### config.mk
export PLATFORM = sky130hd
export DESIGN_NAME = basic_line_lexer_flat
export DESIGN_NICKNAME = d
export VERILOG_FILES = /design/src/sv/bll_pkg.sv /design/src/sv/bll_if.sv /design/src/sv/bll_front.sv /design/src/sv/bll_back.sv /design/src/sv/basic_line_lexer.sv /design/src/flat_wrapper.sv
export SDC_FILE = /design/constraint.sdc
export NUM_CORES = 1
export LEC_CHECK = 0
export BUFFER_PORTS_ARGS = -buffer_cell sky130_fd_sc_hd__buf_2
export CORE_UTILIZATION = 50
export CTS_CLUSTER_DIAMETER = 150
export DETAILED_ROUTE_END_ITERATION = 8
export GPL_TIMING_DRIVEN = 0
export PLACE_DENSITY_LB_ADDON = 0.2
export RECOVER_POWER = 50
export SETUP_SLACK_MARGIN = 0.2
export SYNTH_ARGS = -nofsm -noshare
export SYNTH_HDL_FRONTEND = slang
export SYNTH_HIERARCHICAL = 1
export SYNTH_SLANG_ARGS = --single-unit
export TNS_END_PERCENT = 1
### constraint.sdc
create_clock -name i_clk -period 25.3 [get_ports i_clk]
set_input_delay 7.59 -clock i_clk [delete_from_list [all_inputs] [get_ports i_clk]]
set_output_delay 7.59 -clock i_clk [all_outputs]
set_load 0.005 [all_outputs]
### src/sv/bll_pkg.sv
// Shared types, codes and character classes for the line lexer.
package bll_pkg;

    typedef enum logic [3:0] {
        M_START, M_BLANK, M_LIT, M_LITQ, M_AMP, M_BIN, M_OCT, M_HEX,
        M_OP, M_IDENT, M_INT, M_FRAC, M_EXP0, M_EXPS, M_EXPD, M_TAIL
    } t_mode;

    localparam logic [2:0] K_EOL   = 3'd0;
    localparam logic [2:0] K_BLANK = 3'd1;
    localparam logic [2:0] K_LIT   = 3'd2;
    localparam logic [2:0] K_PLAIN = 3'd3;
    localparam logic [2:0] K_INT   = 3'd4;

    localparam logic [1:0] OP_NONE = 2'd0;
    localparam logic [1:0] OP_EQ   = 2'd1;
    localparam logic [1:0] OP_LT   = 2'd2;
    localparam logic [1:0] OP_GT   = 2'd3;

    localparam int Q_DEPTH = 2;

    typedef struct packed {
        logic [2:0]  kind;
        logic [7:0]  len;
        logic [30:0] val;
    } t_tok;

    typedef struct packed {
        t_tok [2:0] tok;
        logic [1:0] cnt;
    } t_bundle;

    function automatic logic is_sp(input logic [7:0] c);
        return (c == 8'd32) || (c >= 8'd9 && c <= 8'd13);
    endfunction

    function automatic logic is_dg(input logic [7:0] c);
        return c >= "0" && c <= "9";
    endfunction

    function automatic logic is_al(input logic [7:0] c);
        return (c >= "a" && c <= "z") || (c >= "A" && c <= "Z");
    endfunction

    function automatic logic is_id(input logic [7:0] c);
        return is_al(c) || is_dg(c) || c == "_";
    endfunction

    function automatic logic is_xd(input logic [7:0] c);
        return is_dg(c) || (c >= "a" && c <= "f") || (c >= "A" && c <= "F");
    endfunction

endpackage

### src/sv/bll_if.sv
// Request channel interfaces for characters in and tokens out.
interface bll_in_if;
    logic       valid;
    logic       ready;
    logic [7:0] char_in;
    logic       line_end;
    modport source (output valid, char_in, line_end, input ready);
    modport sink (input valid, char_in, line_end, output ready);
endinterface

interface bll_out_if;
    logic        valid;
    logic        ready;
    logic [2:0]  token_kind;
    logic [7:0]  token_length;
    logic [30:0] int_value;
    logic        last_result;
    modport source (output valid, token_kind, token_length, int_value, last_result,
                    input ready);
    modport sink (input valid, token_kind, token_length, int_value, last_result,
                  output ready);
endinterface

### src/sv/bll_front.sv
// Lexer front: classifies each character, updates token state, pushes result bundles.
module bll_front import bll_pkg::*; #(
    parameter int MAX_TOKEN_LEN = 255,
    parameter int INT_BITS      = 31
) (
    input  logic        i_clk,
    input  logic        i_rst_n,
    bll_in_if.sink      i_in,
    input  logic        i_full,
    output logic        o_push,
    output t_bundle     o_bundle
);
    localparam int LEN_W = $clog2(MAX_TOKEN_LEN + 1);
    localparam logic [LEN_W-1:0] LMAX = LEN_W'(MAX_TOKEN_LEN);
    localparam logic [LEN_W-1:0] LONE = LEN_W'(1);
    localparam logic [INT_BITS+3:0] VMAX = {4'b0, {INT_BITS{1'b1}}};

    t_mode               r_mode, n_mode;
    logic [LEN_W-1:0]    r_cnt, n_cnt, r_sp, n_sp;
    logic [1:0]          r_op, n_op;
    logic [INT_BITS-1:0] r_acc, n_acc;
    logic                r_ovf, n_ovf, r_ic, n_ic;

    t_tok [2:0]          res;
    logic [1:0]          rn;
    logic                do_end, eol, acc_in, partner;
    logic [7:0]          c;
    logic [INT_BITS+3:0] wide;

    function automatic logic [LEN_W-1:0] sat1(input logic [LEN_W-1:0] a);
        return (a == LMAX) ? LMAX : a + LONE;
    endfunction

    function automatic logic [LEN_W-1:0] sat2(input logic [LEN_W-1:0] a);
        logic [LEN_W:0] s;
        s = {1'b0, a} + (LEN_W+1)'(2);
        return (s > {1'b0, LMAX}) ? LMAX : s[LEN_W-1:0];
    endfunction

    function automatic t_tok mk(input logic [2:0] k, input logic [LEN_W-1:0] l,
                                input logic [INT_BITS-1:0] v);
        logic [31:0] l32;
        logic [63:0] v64;
        t_tok t;
        l32 = 32'(l);
        v64 = 64'(v);
        t.kind = k;
        t.len = l32[7:0];
        t.val = v64[30:0];
        return t;
    endfunction

    assign c = i_in.char_in;
    assign eol = i_in.line_end || (c == 8'd0);
    assign i_in.ready = !i_full;
    assign acc_in = i_in.valid && !i_full;

    always_comb begin
        case (r_op)
            OP_EQ:   partner = (c == ">") || (c == "<");
            OP_LT:   partner = (c == "=") || (c == ">");
            OP_GT:   partner = (c == "=") || (c == "<");
            default: partner = 1'b0;
        endcase
    end

    assign wide = ({4'b0, r_acc} << 3) + ({4'b0, r_acc} << 1)
                + (INT_BITS+4)'(c - "0");

    always_comb begin
        n_mode = r_mode; n_cnt = r_cnt; n_sp = r_sp; n_op = r_op;
        n_acc = r_acc; n_ovf = r_ovf; n_ic = r_ic;
        res = '0;
        rn = 2'd0;
        do_end = 1'b0;
        if (!eol) begin
            case (r_mode)
                M_START: do_end = 1'b1;
                M_BLANK: if (is_sp(c)) n_cnt = sat1(r_cnt); else do_end = 1'b1;
                M_LIT: begin
                    n_cnt = sat1(r_cnt);
                    if (c == "\"") n_mode = M_LITQ;
                end
                M_LITQ: begin
                    if (c == "\"") begin
                        n_cnt = sat1(r_cnt);
                        n_mode = M_LIT;
                    end else do_end = 1'b1;
                end
                M_AMP: begin
                    n_cnt = sat1(r_cnt);
                    if (c == "x" || c == "X") n_mode = M_BIN;
                    else if (c == "o" || c == "O") n_mode = M_OCT;
                    else if (c == "h" || c == "H" || is_xd(c)) n_mode = M_HEX;
                    else begin
                        n_cnt = r_cnt;
                        do_end = 1'b1;
                    end
                end
                M_BIN: if (c == "0" || c == "1") n_cnt = sat1(r_cnt); else do_end = 1'b1;
                M_OCT: if (c >= "0" && c <= "7") n_cnt = sat1(r_cnt); else do_end = 1'b1;
                M_HEX: if (is_xd(c)) n_cnt = sat1(r_cnt); else do_end = 1'b1;
                M_OP: begin
                    if (c == " ") begin
                        n_sp = sat1(r_sp);
                    end else if (partner) begin
                        res[rn] = mk(K_PLAIN, sat2(r_sp), '0);
                        rn = rn + 2'd1;
                        n_mode = M_START; n_cnt = '0; n_sp = '0; n_op = OP_NONE;
                        n_acc = '0; n_ovf = 1'b0; n_ic = 1'b1;
                    end else if (r_sp != '0 && is_sp(c)) begin
                        res[rn] = mk(K_PLAIN, LONE, '0);
                        rn = rn + 2'd1;
                        n_mode = M_BLANK; n_cnt = sat1(r_sp); n_sp = '0; n_op = OP_NONE;
                        n_acc = '0; n_ovf = 1'b0; n_ic = 1'b1;
                    end else do_end = 1'b1;
                end
                M_IDENT: begin
                    if (is_id(c)) begin
                        n_cnt = sat1(r_cnt);
                    end else if (c == "$") begin
                        res[rn] = mk(K_PLAIN, sat1(r_cnt), '0);
                        rn = rn + 2'd1;
                        n_mode = M_START; n_cnt = '0; n_sp = '0; n_op = OP_NONE;
                        n_acc = '0; n_ovf = 1'b0; n_ic = 1'b1;
                    end else do_end = 1'b1;
                end
                M_INT: begin
                    n_cnt = sat1(r_cnt);
                    if (is_dg(c)) begin
                        if (!r_ovf) begin
                            if (wide > VMAX) n_ovf = 1'b1;
                            else n_acc = wide[INT_BITS-1:0];
                        end
                    end else if (c == ".") begin
                        n_mode = M_FRAC; n_ic = 1'b0;
                    end else if (c == "e" || c == "E") begin
                        n_mode = M_EXP0; n_ic = 1'b0;
                    end else if (is_id(c)) begin
                        n_mode = M_TAIL; n_ic = 1'b0;
                    end else begin
                        n_cnt = r_cnt;
                        do_end = 1'b1;
                    end
                end
                M_FRAC, M_EXPD: begin
                    n_cnt = sat1(r_cnt);
                    if (r_mode == M_FRAC && (c == "e" || c == "E")) n_mode = M_EXP0;
                    else if (is_dg(c)) n_mode = r_mode;
                    else if (is_id(c)) n_mode = M_TAIL;
                    else begin
                        n_cnt = r_cnt;
                        do_end = 1'b1;
                    end
                end
                M_EXP0, M_EXPS: begin
                    n_cnt = sat1(r_cnt);
                    if (is_dg(c)) n_mode = M_EXPD;
                    else if (r_mode == M_EXP0 && (c == "+" || c == "-")) n_mode = M_EXPS;
                    else if (is_id(c)) n_mode = M_TAIL;
                    else begin
                        n_cnt = r_cnt;
                        do_end = 1'b1;
                    end
                end
                default: if (is_id(c)) n_cnt = sat1(r_cnt); else do_end = 1'b1;
            endcase
        end

        if (eol || do_end) begin
            case (r_mode)
                M_START: ;
                M_BLANK: begin
                    res[rn] = mk(K_BLANK, r_cnt, '0);
                    rn = rn + 2'd1;
                end
                M_LIT, M_LITQ: begin
                    res[rn] = mk(K_LIT, r_cnt, '0);
                    rn = rn + 2'd1;
                end
                M_OP: begin
                    res[rn] = mk(K_PLAIN, LONE, '0);
                    rn = rn + 2'd1;
                    if (r_sp != '0) begin
                        res[rn] = mk(K_BLANK, r_sp, '0);
                        rn = rn + 2'd1;
                    end
                end
                M_INT: begin
                    if (r_ic && !r_ovf) res[rn] = mk(K_INT, r_cnt, r_acc);
                    else res[rn] = mk(K_PLAIN, r_cnt, '0);
                    rn = rn + 2'd1;
                end
                default: begin
                    res[rn] = mk(K_PLAIN, r_cnt, '0);
                    rn = rn + 2'd1;
                end
            endcase
            n_mode = M_START; n_cnt = '0; n_sp = '0; n_op = OP_NONE;
            n_acc = '0; n_ovf = 1'b0; n_ic = 1'b1;
            if (eol) begin
                res[rn] = mk(K_EOL, '0, '0);
                rn = rn + 2'd1;
            end else begin
                n_cnt = LONE;
                if (is_sp(c)) n_mode = M_BLANK;
                else if (c == "\"") n_mode = M_LIT;
                else if (c == "&") n_mode = M_AMP;
                else if (c == "=" || c == "<" || c == ">") begin
                    n_mode = M_OP;
                    n_op = (c == "=") ? OP_EQ : (c == "<") ? OP_LT : OP_GT;
                end else if (is_al(c)) n_mode = M_IDENT;
                else if (is_dg(c)) begin
                    n_mode = M_INT;
                    n_acc = INT_BITS'(c - "0");
                end else if (c == ".") begin
                    n_mode = M_FRAC;
                    n_ic = 1'b0;
                end else begin
                    res[rn] = mk(K_PLAIN, LONE, '0);
                    rn = rn + 2'd1;
                    n_cnt = '0;
                end
            end
        end
    end

    always_ff @(posedge i_clk) begin
        if (!i_rst_n) begin
            r_mode <= M_START;
            r_cnt <= '0;
            r_sp <= '0;
            r_op <= OP_NONE;
            r_acc <= '0;
            r_ovf <= 1'b0;
            r_ic <= 1'b1;
        end else if (acc_in) begin
            r_mode <= n_mode;
            r_cnt <= n_cnt;
            r_sp <= n_sp;
            r_op <= n_op;
            r_acc <= n_acc;
            r_ovf <= n_ovf;
            r_ic <= n_ic;
        end
    end

    assign o_push = acc_in && (rn != 2'd0);
    assign o_bundle.tok = res;
    assign o_bundle.cnt = rn;

    a_eol_restart: assert property (@(posedge i_clk) disable iff (!i_rst_n)
        (acc_in && eol) |=> (r_mode == M_START && r_cnt == '0))
        else $error("lexer not restarted after end of line");
    a_eol_last: assert property (@(posedge i_clk) disable iff (!i_rst_n)
        (acc_in && eol) |-> (o_push && o_bundle.tok[rn - 2'd1].kind == K_EOL))
        else $error("end token missing");
    a_op_pending: assert property (@(posedge i_clk) disable iff (!i_rst_n)
        (r_mode == M_OP) |-> (r_op != OP_NONE))
        else $error("comparison mode without operator");
endmodule

### src/sv/bll_back.sv
// Lexer back: bundle queue and result sequencer onto the output channel.
module bll_back import bll_pkg::*; (
    input  logic        i_clk,
    input  logic        i_rst_n,
    input  logic        i_push,
    input  t_bundle     i_bundle,
    output logic        o_full,
    bll_out_if.source   o_out
);
    localparam int AW = $clog2(Q_DEPTH);
    localparam int NW = $clog2(Q_DEPTH + 1);

    t_bundle          r_q [Q_DEPTH];
    logic [AW-1:0]    r_wp, n_wp, r_rp, n_rp;
    logic [NW-1:0]    r_n, n_n;
    logic [1:0]       r_idx, n_idx;
    t_bundle          head;
    t_tok             tok;
    logic             last, pop, oacc;

    assign head = r_q[r_rp];
    assign tok = head.tok[r_idx];
    assign last = (r_idx == head.cnt - 2'd1);
    assign o_full = (r_n == NW'(Q_DEPTH));
    assign oacc = o_out.valid && o_out.ready;
    assign pop = oacc && last;

    assign o_out.valid = (r_n != '0);
    assign o_out.token_kind = tok.kind;
    assign o_out.token_length = tok.len;
    assign o_out.int_value = tok.val;
    assign o_out.last_result = last;

    always_comb begin
        n_wp = r_wp;
        n_rp = r_rp;
        n_idx = r_idx;
        if (i_push) n_wp = (r_wp == AW'(Q_DEPTH - 1)) ? '0 : r_wp + AW'(1);
        if (pop) begin
            n_rp = (r_rp == AW'(Q_DEPTH - 1)) ? '0 : r_rp + AW'(1);
            n_idx = 2'd0;
        end else if (oacc) begin
            n_idx = r_idx + 2'd1;
        end
        n_n = r_n + NW'(i_push) - NW'(pop);
    end

    always_ff @(posedge i_clk) begin
        if (i_push) r_q[r_wp] <= i_bundle;
    end

    always_ff @(posedge i_clk) begin
        if (!i_rst_n) begin
            r_wp <= '0;
            r_rp <= '0;
            r_n <= '0;
            r_idx <= 2'd0;
        end else begin
            r_wp <= n_wp;
            r_rp <= n_rp;
            r_n <= n_n;
            r_idx <= n_idx;
        end
    end

    a_no_overflow: assert property (@(posedge i_clk) disable iff (!i_rst_n)
        i_push |-> (!o_full || pop))
        else $error("push into full queue");
    a_idx_range: assert property (@(posedge i_clk) disable iff (!i_rst_n)
        o_out.valid |-> (r_idx < head.cnt))
        else $error("result index beyond bundle");
    a_idx_reset: assert property (@(posedge i_clk) disable iff (!i_rst_n)
        pop |=> (r_idx == 2'd0))
        else $error("result index not cleared after bundle");
endmodule

### src/sv/basic_line_lexer.sv
// Top level of the BASIC line lexer: front classifier, bundle queue, result sequencer.
// One character (or end-of-line mark) is taken per cycle unless the queue is full; each
// causes zero to three tokens, which leave at one per cycle while the sink is ready;
// the last is flagged by last_result. A two-entry queue of per-character result bundles
// sits between the lexer state machine and the output, so a one-token character keeps
// one item per cycle while the sink is ready; two- or three-token ones hold the input.
module basic_line_lexer import bll_pkg::*; #(
    parameter int MAX_TOKEN_LEN = 255,
    parameter int INT_BITS      = 31
) (
    input  logic        i_clk,
    input  logic        i_rst_n,
    bll_in_if.sink      i_in,
    bll_out_if.source   o_out
);
    logic    full, push;
    t_bundle bundle;

    bll_front #(
        .MAX_TOKEN_LEN(MAX_TOKEN_LEN),
        .INT_BITS(INT_BITS)
    ) u_front (
        .i_clk(i_clk),
        .i_rst_n(i_rst_n),
        .i_in(i_in),
        .i_full(full),
        .o_push(push),
        .o_bundle(bundle)
    );

    bll_back u_back (
        .i_clk(i_clk),
        .i_rst_n(i_rst_n),
        .i_push(push),
        .i_bundle(bundle),
        .o_full(full),
        .o_out(o_out)
    );
endmodule

### src/flat_wrapper.sv
// flat-port wrapper written by rule: the top's interface ports become plain ports
module basic_line_lexer_flat import bll_pkg::*;
#(
    parameter int MAX_TOKEN_LEN = 255,
    parameter int INT_BITS      = 31
)
  (i_clk, i_rst_n, i_in_valid, i_in_char_in, i_in_line_end, i_in_ready, o_out_valid, o_out_token_kind, o_out_token_length, o_out_int_value, o_out_last_result, o_out_ready);
  bll_in_if i_in_i ();
  bll_out_if o_out_i ();
  input  logic i_clk;
  input  logic i_rst_n;
  input wire logic [$bits(i_in_i.valid)-1:0] i_in_valid;
  input wire logic [$bits(i_in_i.char_in)-1:0] i_in_char_in;
  input wire logic [$bits(i_in_i.line_end)-1:0] i_in_line_end;
  output wire logic [$bits(i_in_i.ready)-1:0] i_in_ready;
  output wire logic [$bits(o_out_i.valid)-1:0] o_out_valid;
  output wire logic [$bits(o_out_i.token_kind)-1:0] o_out_token_kind;
  output wire logic [$bits(o_out_i.token_length)-1:0] o_out_token_length;
  output wire logic [$bits(o_out_i.int_value)-1:0] o_out_int_value;
  output wire logic [$bits(o_out_i.last_result)-1:0] o_out_last_result;
  input wire logic [$bits(o_out_i.ready)-1:0] o_out_ready;
  assign i_in_i.valid = i_in_valid;
  assign i_in_i.char_in = i_in_char_in;
  assign i_in_i.line_end = i_in_line_end;
  assign i_in_ready = i_in_i.ready;
  assign o_out_valid = o_out_i.valid;
  assign o_out_token_kind = o_out_i.token_kind;
  assign o_out_token_length = o_out_i.token_length;
  assign o_out_int_value = o_out_i.int_value;
  assign o_out_last_result = o_out_i.last_result;
  assign o_out_i.ready = o_out_ready;
  basic_line_lexer #(.MAX_TOKEN_LEN(MAX_TOKEN_LEN), .INT_BITS(INT_BITS)) u_core (.i_clk(i_clk), .i_rst_n(i_rst_n), .i_in(i_in_i), .o_out(o_out_i));
endmodule
==> results of run 1 <==
==> cell families (layout without fill, tap and decap cells) <==
kind of cell,Yosys count,count (layout),share of synthesized area
adder cells (fa/ha/maj),89,89,0.0708
flip-flops,318,318,0.472
buffers and inverters,263,386,0.0727
multiplexers,102,102,0.0829
XOR/XNOR,45,45,0.0212
AND/OR/NAND/NOR,484,484,0.133
other,1,71,0.000198
AO/OA/AOI/OAI,412,412,0.147
==> worst max-delay path, stage by stage <==
cell and delay [ps]:
clkbuf_1 230, ha_1 280, clkbuf_1 230, nor2_1 950
clkbuf_1 990, fa_1 580, ha_1 270, clkbuf_1 200
a21oi_1 350, o21ai_0 170, a211oi_1 230, o21ai_0 330
or3b_1 460, a2111oi_0 490, nand4_1 430, a211oi_1 1090
clkbuf_1 490, a22oi_1 190
==> metrics by stage <==
step	util	setup slack, ps	area (um2)	hold WS (ps)	power [mW]
finish	0.572	10060	21100	485	1.81
global route	0.572	9460	21100	530	1.91
CTS	0.579	11970	21400	486	1.84
detailed placement	0.549	11450	20300	477	1.34
global placement	0.545	3570	20100	460	1.34
floorplan	-	7980	19200	452	1.16
==> layout make-up <==
class,count,area (um2)
flip-flops and latches,318,8930
inverters,92,345
repair buffers,63,360
fillers,3176,15800
clock buffers,42,912
multi-input cells,1203,8730
well taps,504,631
clock inverters,18,198
plain buffers,171,973
==> worst max path at each step <==
stage	from	end	slack [ps]
final	i_in_char_in[4]	u_core/u_front/r_acc[20]	10060
after global routing	i_in_char_in[4]	u_core/u_front/r_acc[20]	9460
after CTS	i_in_char_in[4]	u_core/u_back/r_q[0][31]	11970
after detailed placement	i_in_char_in[4]	u_core/u_back/r_q[0][73]	11450
after global placement	i_in_char_in[4]	u_core/u_back/r_q[0][71]	3570
after floorplan	i_in_char_in[0]	u_core/u_back/r_q[0][0]	7980
==> synth_stat cells, types with 6 or more instances <==
| library cell | count | share of area |
|---|---|---|
| a211oi_1 | 19 | 0.0075 |
| a21o_1 | 10 | 0.0040 |
| a21oi_1 | 101 | 0.027 |
| a221oi_1 | 8 | 0.0037 |
| a22oi_1 | 24 | 0.0095 |
| a31o_2 | 7 | 0.0032 |
| a31oi_1 | 17 | 0.0056 |
| a32o_1 | 9 | 0.0048 |
| and2_1 | 12 | 0.0040 |
| and2_4 | 31 | 0.014 |
| buf_2 | 18 | 0.0048 |
| buf_4 | 73 | 0.029 |
| buf_6 | 12 | 0.0071 |
| clkbuf_1 | 64 | 0.013 |
| dfxtp_1 | 62 | 0.066 |
| edfxtp_1 | 256 | 0.41 |
| fa_1 | 30 | 0.032 |
| ha_1 | 59 | 0.039 |
| inv_1 | 92 | 0.018 |
| mux2i_1 | 56 | 0.030 |
| mux4_2 | 42 | 0.050 |
| nand2_1 | 169 | 0.034 |
| nand2b_1 | 16 | 0.0053 |
| nand3_1 | 55 | 0.015 |
| nand3b_1 | 6 | 0.0024 |
| nand4_1 | 18 | 0.0060 |
| nor2_1 | 69 | 0.014 |
| nor2b_1 | 15 | 0.0050 |
| nor3_1 | 27 | 0.0071 |
| nor4_1 | 12 | 0.0040 |
| o2111ai_1 | 7 | 0.0032 |
| o211ai_1 | 19 | 0.0075 |
| o21a_1 | 8 | 0.0032 |
| o21ai_0 | 65 | 0.017 |
| o21bai_1 | 6 | 0.0024 |
| o22ai_1 | 48 | 0.016 |
| or2_2 | 9 | 0.0030 |
| or3_1 | 9 | 0.0030 |
| or4_1 | 6 | 0.0024 |
| xnor2_1 | 25 | 0.012 |
| xor2_1 | 19 | 0.0088 |
==> per-layer routing <==
layer  up-vias  wire (um)  GRT usage
met1      6889      21100      0.342
li1       6628          -          -
met4         0       1300     0.0781
met2       512      22000      0.400
met5         -          0          0
met3        93       2520     0.0296
==> flip-flops by register name, indices dropped and copies added, names as in the netlist, named ones only <==
name                   cells
u_core/u_front/r_mode      4
u_core/u_front/r_sp        8
u_core/u_back/r_q        256
u_core/u_front/r_cnt       8
u_core/u_back/r_rp         1
u_core/u_front/r_acc      31
u_core/u_back/r_wp         1
u_core/u_front/r_ic        1
u_core/u_back/r_n          2
u_core/u_back/r_idx        2
u_core/u_front/r_op        2
u_core/u_front/r_ovf       1
==> report_power, final <==
group	switching, mW	internal [mW]	total, mW
clock network	0.201	0.298	0.499
registers	0.0404	0.677	0.717
logic	0.361	0.237	0.598
==> results.py, run 1 <==
metrics = {
    "setup_path": {
        "critPathRequiredTime_ps": 25660,
        "critPathMaxFanout": 17,
        "cp-end-kind": "flip-flop",
        "rr_worst_depth": 17,
        "reg2reg_from": "u_core/u_front/r_mode[0]",
        "path_class": "input port to flip-flop",
        "r2r_end": "u_core/u_back/r_q[1][31]",
        "start_kind": "input port",
        "reg2reg_slack_ps": 18040,
        "worstPathArrival_ps": 15600,
    },
    "placement": {
        "gp_congestion": 0.943,
        "dp.cells": 2351,
        "dp_hpwl_um": 34600,
        "port-buffer-count": 56,
    },
    "clocking": {
        "htree_levels": 2,
        "insertion_delay_ps": 520,
        "cts_root_buf": "clkbuf_16",
        "cts_buffer_depth": 3,
        "post-cts-setup-buffers": 0,
        "ctsResizeCount": 0,
        "cts.reportedPaths.clkPinSlew_ps": 60,
        "postCtsHoldBufs": 0,
        "cts_tree": "done",
        "cts.sinks": 318,
        "cts_buffers": 34,
    },
    "synth": {
        "syn_avg_cell_area_um2": 11.0,
        "syn_inst": 1714,
        "ys_ff_latch": 318,
        "ys.flop_type": "edfxtp_1",
        "yosysWarnings": 6,
        "synth_edf_count": 256,
        "synth-seq-area-share": 0.472,
        "ys_async_sr_fraction": 0,
        "syn_area_mm2": 0.0189,
        "yosysUniqueCellTypes": 91,
    },
    "pwr": {
        "p_per_area_mw_per_mm2": 86.0,
        "ir_drop_mv": 0.0413,
        "power.leakage_nw": 7.57,
    },
    "sta": {
        "finalCriticalPeriod_ps": 15240,
        "setup_tns_ps": 0,
        "setup_violations": 0,
        "fin_worst_skew_ps": 18.5,
        "period_share": 0.602,
        "slew_headroom": -0.497,
        "max_freq_mhz": 65.6,
        "slew_violations": 29,
        "worst_slew_pin_slew_ps": 2240,
        "final_hold_viol_count": 0,
        "rsz0062_at_grt": "no",
    },
    "floorplan": {
        "start_util": 0.513,
        "die_area_mm2": 0.0386,
        "core_mm2": 0.0369,
        "die_x_um": 196,
        "die_y_um": 196,
        "ioPinCount": 58,
        "rows": 70,
    },
    "final_layout": {
        "drive_above_1_share": 0.125,
        "layoutNonFillerInstCount": 2411,
        "final_nets": 1985,
        "final_common_cell": "edfxtp_1",
        "final_cell_mix": "256 x edfxtp_1, 169 x nand2_1, 120 x clkbuf_1",
        "areaGrowthSynthToFinish_pct": 11.5,
        "antennaDiodeCount": 0,
    },
    "drt": {
        "wl_per_cell_um": 19.5,
        "dr_total_vias": 14100,
        "vias_per_cell": 5.86,
        "drt_iter0_drc": 1166,
        "drtPass1Iterations": 6,
        "drc": 0,
        "antenna_left": 0,
        "routed_wirelength_um": 46900,
    },
    "status": {
        "status": "finished with violations",
        "violations": "capacitance limit, slew limit",
    },
    "grt": {
        "grt_pass1_vias": 13600,
        "grt_max_degree": 63,
        "grt_pass1_wl_um": 74300,
        "grt_util_all_layers": 0.245,
        "grt-ovfl-total": 0,
        "grt_antenna_before_repair": 0,
    },
    "min_path": {
        "hold_path_depth": 2,
        "whs_endpoint": "u_core/u_back/r_rp",
        "min_path_type": "flip-flop to flip-flop",
        "min_from": "u_core/u_back/r_rp",
    },
    "job": {
        "maxCapViolCount": 1,
    },
}
Power figures use the tool's default switching activity.
==> run 2: changes to the inputs <==
==> constraint.sdc (replaced) <==
create_clock -name i_clk -period 13.4 [get_ports i_clk]
set_input_delay 4.02 -clock i_clk [delete_from_list [all_inputs] [get_ports i_clk]]
set_output_delay 4.02 -clock i_clk [all_outputs]
set_load 0.005 [all_outputs]
==> run 2 against run 1 <==
The flow still finishes with violations (capacitance limit, slew limit). Sequential share of layout area down 0.14 points. Critical endpoint is now u_core/u_back/r_q[1][71]. Via count is 0.39% lower. Critical path type unchanged. Utilization grew 0.19 points. Sequential cell count unchanged. Wire length is 1.7% higher. Register-to-register slack lost 12000 ps.
==> results.py, run 2 (same netlist as run 1, synthesis figures left out) <==
metrics = {
    "clocking": {
        "postCtsHoldBufs": 0,
        "cts_root_buf": "clkbuf_16",
        "cts_buffer_depth": 3,
        "cts.reportedPaths.clkPinSlew_ps": 60,
        "cts_tree": "done",
        "ctsResizeCount": 0,
        "post-cts-setup-buffers": 0,
        "insertion_delay_ps": 550,
        "cts_buffers": 36,
        "cts.sinks": 318,
        "htree_levels": 2,
    },
    "final_layout": {
        "regMostFlops": "u_core/u_back/r_q",
        "postLayoutCoreUtil": 0.574,
        "fin_area_mm2": 0.0212,
        "areaGrowthSynthToFinish_pct": 11.9,
        "antennaDiodeCount": 0,
        "final_cell_mix": "256 x edfxtp_1, 169 x nand2_1, 123 x clkbuf_1",
        "final_common_cell": "edfxtp_1",
        "largest_reg_flops": 256,
        "n_fill_cell": 3148,
        "top_regs": "u_core/u_back/r_q (256), u_core/u_front/r_acc (31)",
        "seq_area_mm2": 0.00893,
        "drive_above_1_share": 0.128,
        "multiInputGateArea_mm2": 0.00874,
        "final_nets": 1988,
    },
    "setup_path": {
        "reg2reg_from": "u_core/u_front/r_mode[0]",
        "reg2reg_slack_ps": 6160,
        "worstPathArrival_ps": 11660,
        "r2r_end": "u_core/u_back/r_q[1][71]",
        "critPathRequiredTime_ps": 13620,
        "path_class": "input port to flip-flop",
        "start_kind": "input port",
        "cp-end-kind": "flip-flop",
        "critPathMaxFanout": 60,
        "rr_worst_depth": 18,
    },
    "min_path": {
        "min_path_type": "flip-flop to flip-flop",
        "hold_path_depth": 2,
        "whs_endpoint": "u_core/u_back/r_rp",
        "min_from": "u_core/u_back/r_rp",
    },
    "floorplan": {
        "rows": 70,
        "ioPinCount": 58,
        "start_util": 0.513,
        "die_y_um": 196,
        "die_area_mm2": 0.0386,
        "die_x_um": 196,
        "core_mm2": 0.0369,
    },
    "sta": {
        "layout_setup_ws_ps": 1960,
        "slew_violations": 49,
        "max_freq_mhz": 87.4,
        "finalCriticalPeriod_ps": 11440,
        "period_share": 0.853,
        "rsz0062_at_grt": "no",
        "setup_tns_ps": 0,
        "fin_worst_skew_ps": 13.9,
        "setup_violations": 0,
        "worst_slew_pin_slew_ps": 1900,
        "slew_headroom": -0.269,
        "final_hold_viol_count": 0,
    },
    "grt": {
        "grt_util_all_layers": 0.250,
        "grt-ovfl-total": 0,
        "grt_pass1_wl_um": 75000,
        "grt_max_degree": 61,
        "grt_pass1_vias": 13800,
        "grt_antenna_before_repair": 0,
    },
    "pwr": {
        "power.leakage_nw": 7.61,
        "p_total_mw": 3.43,
        "p_per_area_mw_per_mm2": 162,
        "ir_drop_mv": 0.0896,
    },
    "drt": {
        "dr_total_vias": 14100,
        "wl_per_cell_um": 19.7,
        "drtPass1Iterations": 5,
        "antenna_left": 0,
        "drt_iter0_drc": 1157,
        "drc": 0,
        "routed_wirelength_um": 47700,
        "vias_per_cell": 5.82,
    },
    "placement": {
        "post-place-ws_ps": 2760,
        "gp_congestion": 0.969,
        "port-buffer-count": 56,
        "place_area_mm2": 0.0203,
        "dp_hpwl_um": 35300,
    },
    "status": {
        "status": "finished with violations",
        "violations": "capacitance limit, slew limit",
    },
    "job": {
        "maxCapViolCount": 2,
    },
}
[run 2: how the worst max path moves through the flow]
stage                     slack (ps)  depth (start not counted)             from                  endpoint
after detailed placement        2760                         24  i_in_char_in[4]  u_core/u_back/r_q[0][73]
after CTS                       3330                         24  i_in_char_in[4]  u_core/u_back/r_q[0][71]
after global routing            1420                         17  i_in_char_in[4]  u_core/u_front/r_acc[24]
final                           1960                         22  i_in_char_in[4]  u_core/u_back/r_q[1][71]
after floorplan                 2110                         17  i_in_char_in[0]   u_core/u_back/r_q[0][0]
after global placement         -1030                         20  i_in_char_in[4]  u_core/u_back/r_q[0][73]
[run 2: layout make-up]
cell class	count	share of cell area
Timing Repair Buffer	64	0.0193
Sequential cell	318	0.422
Multi-Input combinational cell	1203	0.413
Clock buffer	52	0.0469
Clock inverter	13	0.00538
Tap cell	504	0.0298
Inverter	92	0.0163
Buffer	171	0.0467
[run 2: routing by layer]
layer	vias up	part of all wire	GRT usage
met3	96	0.057	0.0315
met4	0	0.030	0.0917
met2	470	0.48	0.413
met5	-	0	0
li1	6657	-	-
met1	6844	0.44	0.338
[run 2: metrics by stage]
stage / hold slack (ps) / cells
finish: 506 / 2417
global route: 522 / 2417
CTS: 507 / 2417
detailed placement: 494 / 2352
global placement: 460 / 2344
floorplan: 452 / 1784
[run 2: worst max-delay path, stage by stage]
cell and delay (ps):
clkbuf_1 400, ha_1 230, clkbuf_1 380, o211a_1 270, or3_1 110, clkbuf_1 420
o2111a_1 380, nand2_1 230, nor3_1 730, nor2_1 110, nor2_1 190, clkbuf_1 390
ha_1 320, o22ai_1 210, inv_1 90, ha_1 290, nand3_1 70, o311ai_0 130
a21oi_1 480, and2_0 1490, buf_16 390, buf_16 270
[run 2: where the power goes]
part           total, mW  internal, mW  switching, mW
logic               1.15         0.462          0.690
registers           1.35          1.28         0.0754
clock network      0.927         0.539          0.389
total               3.43          2.28           1.15
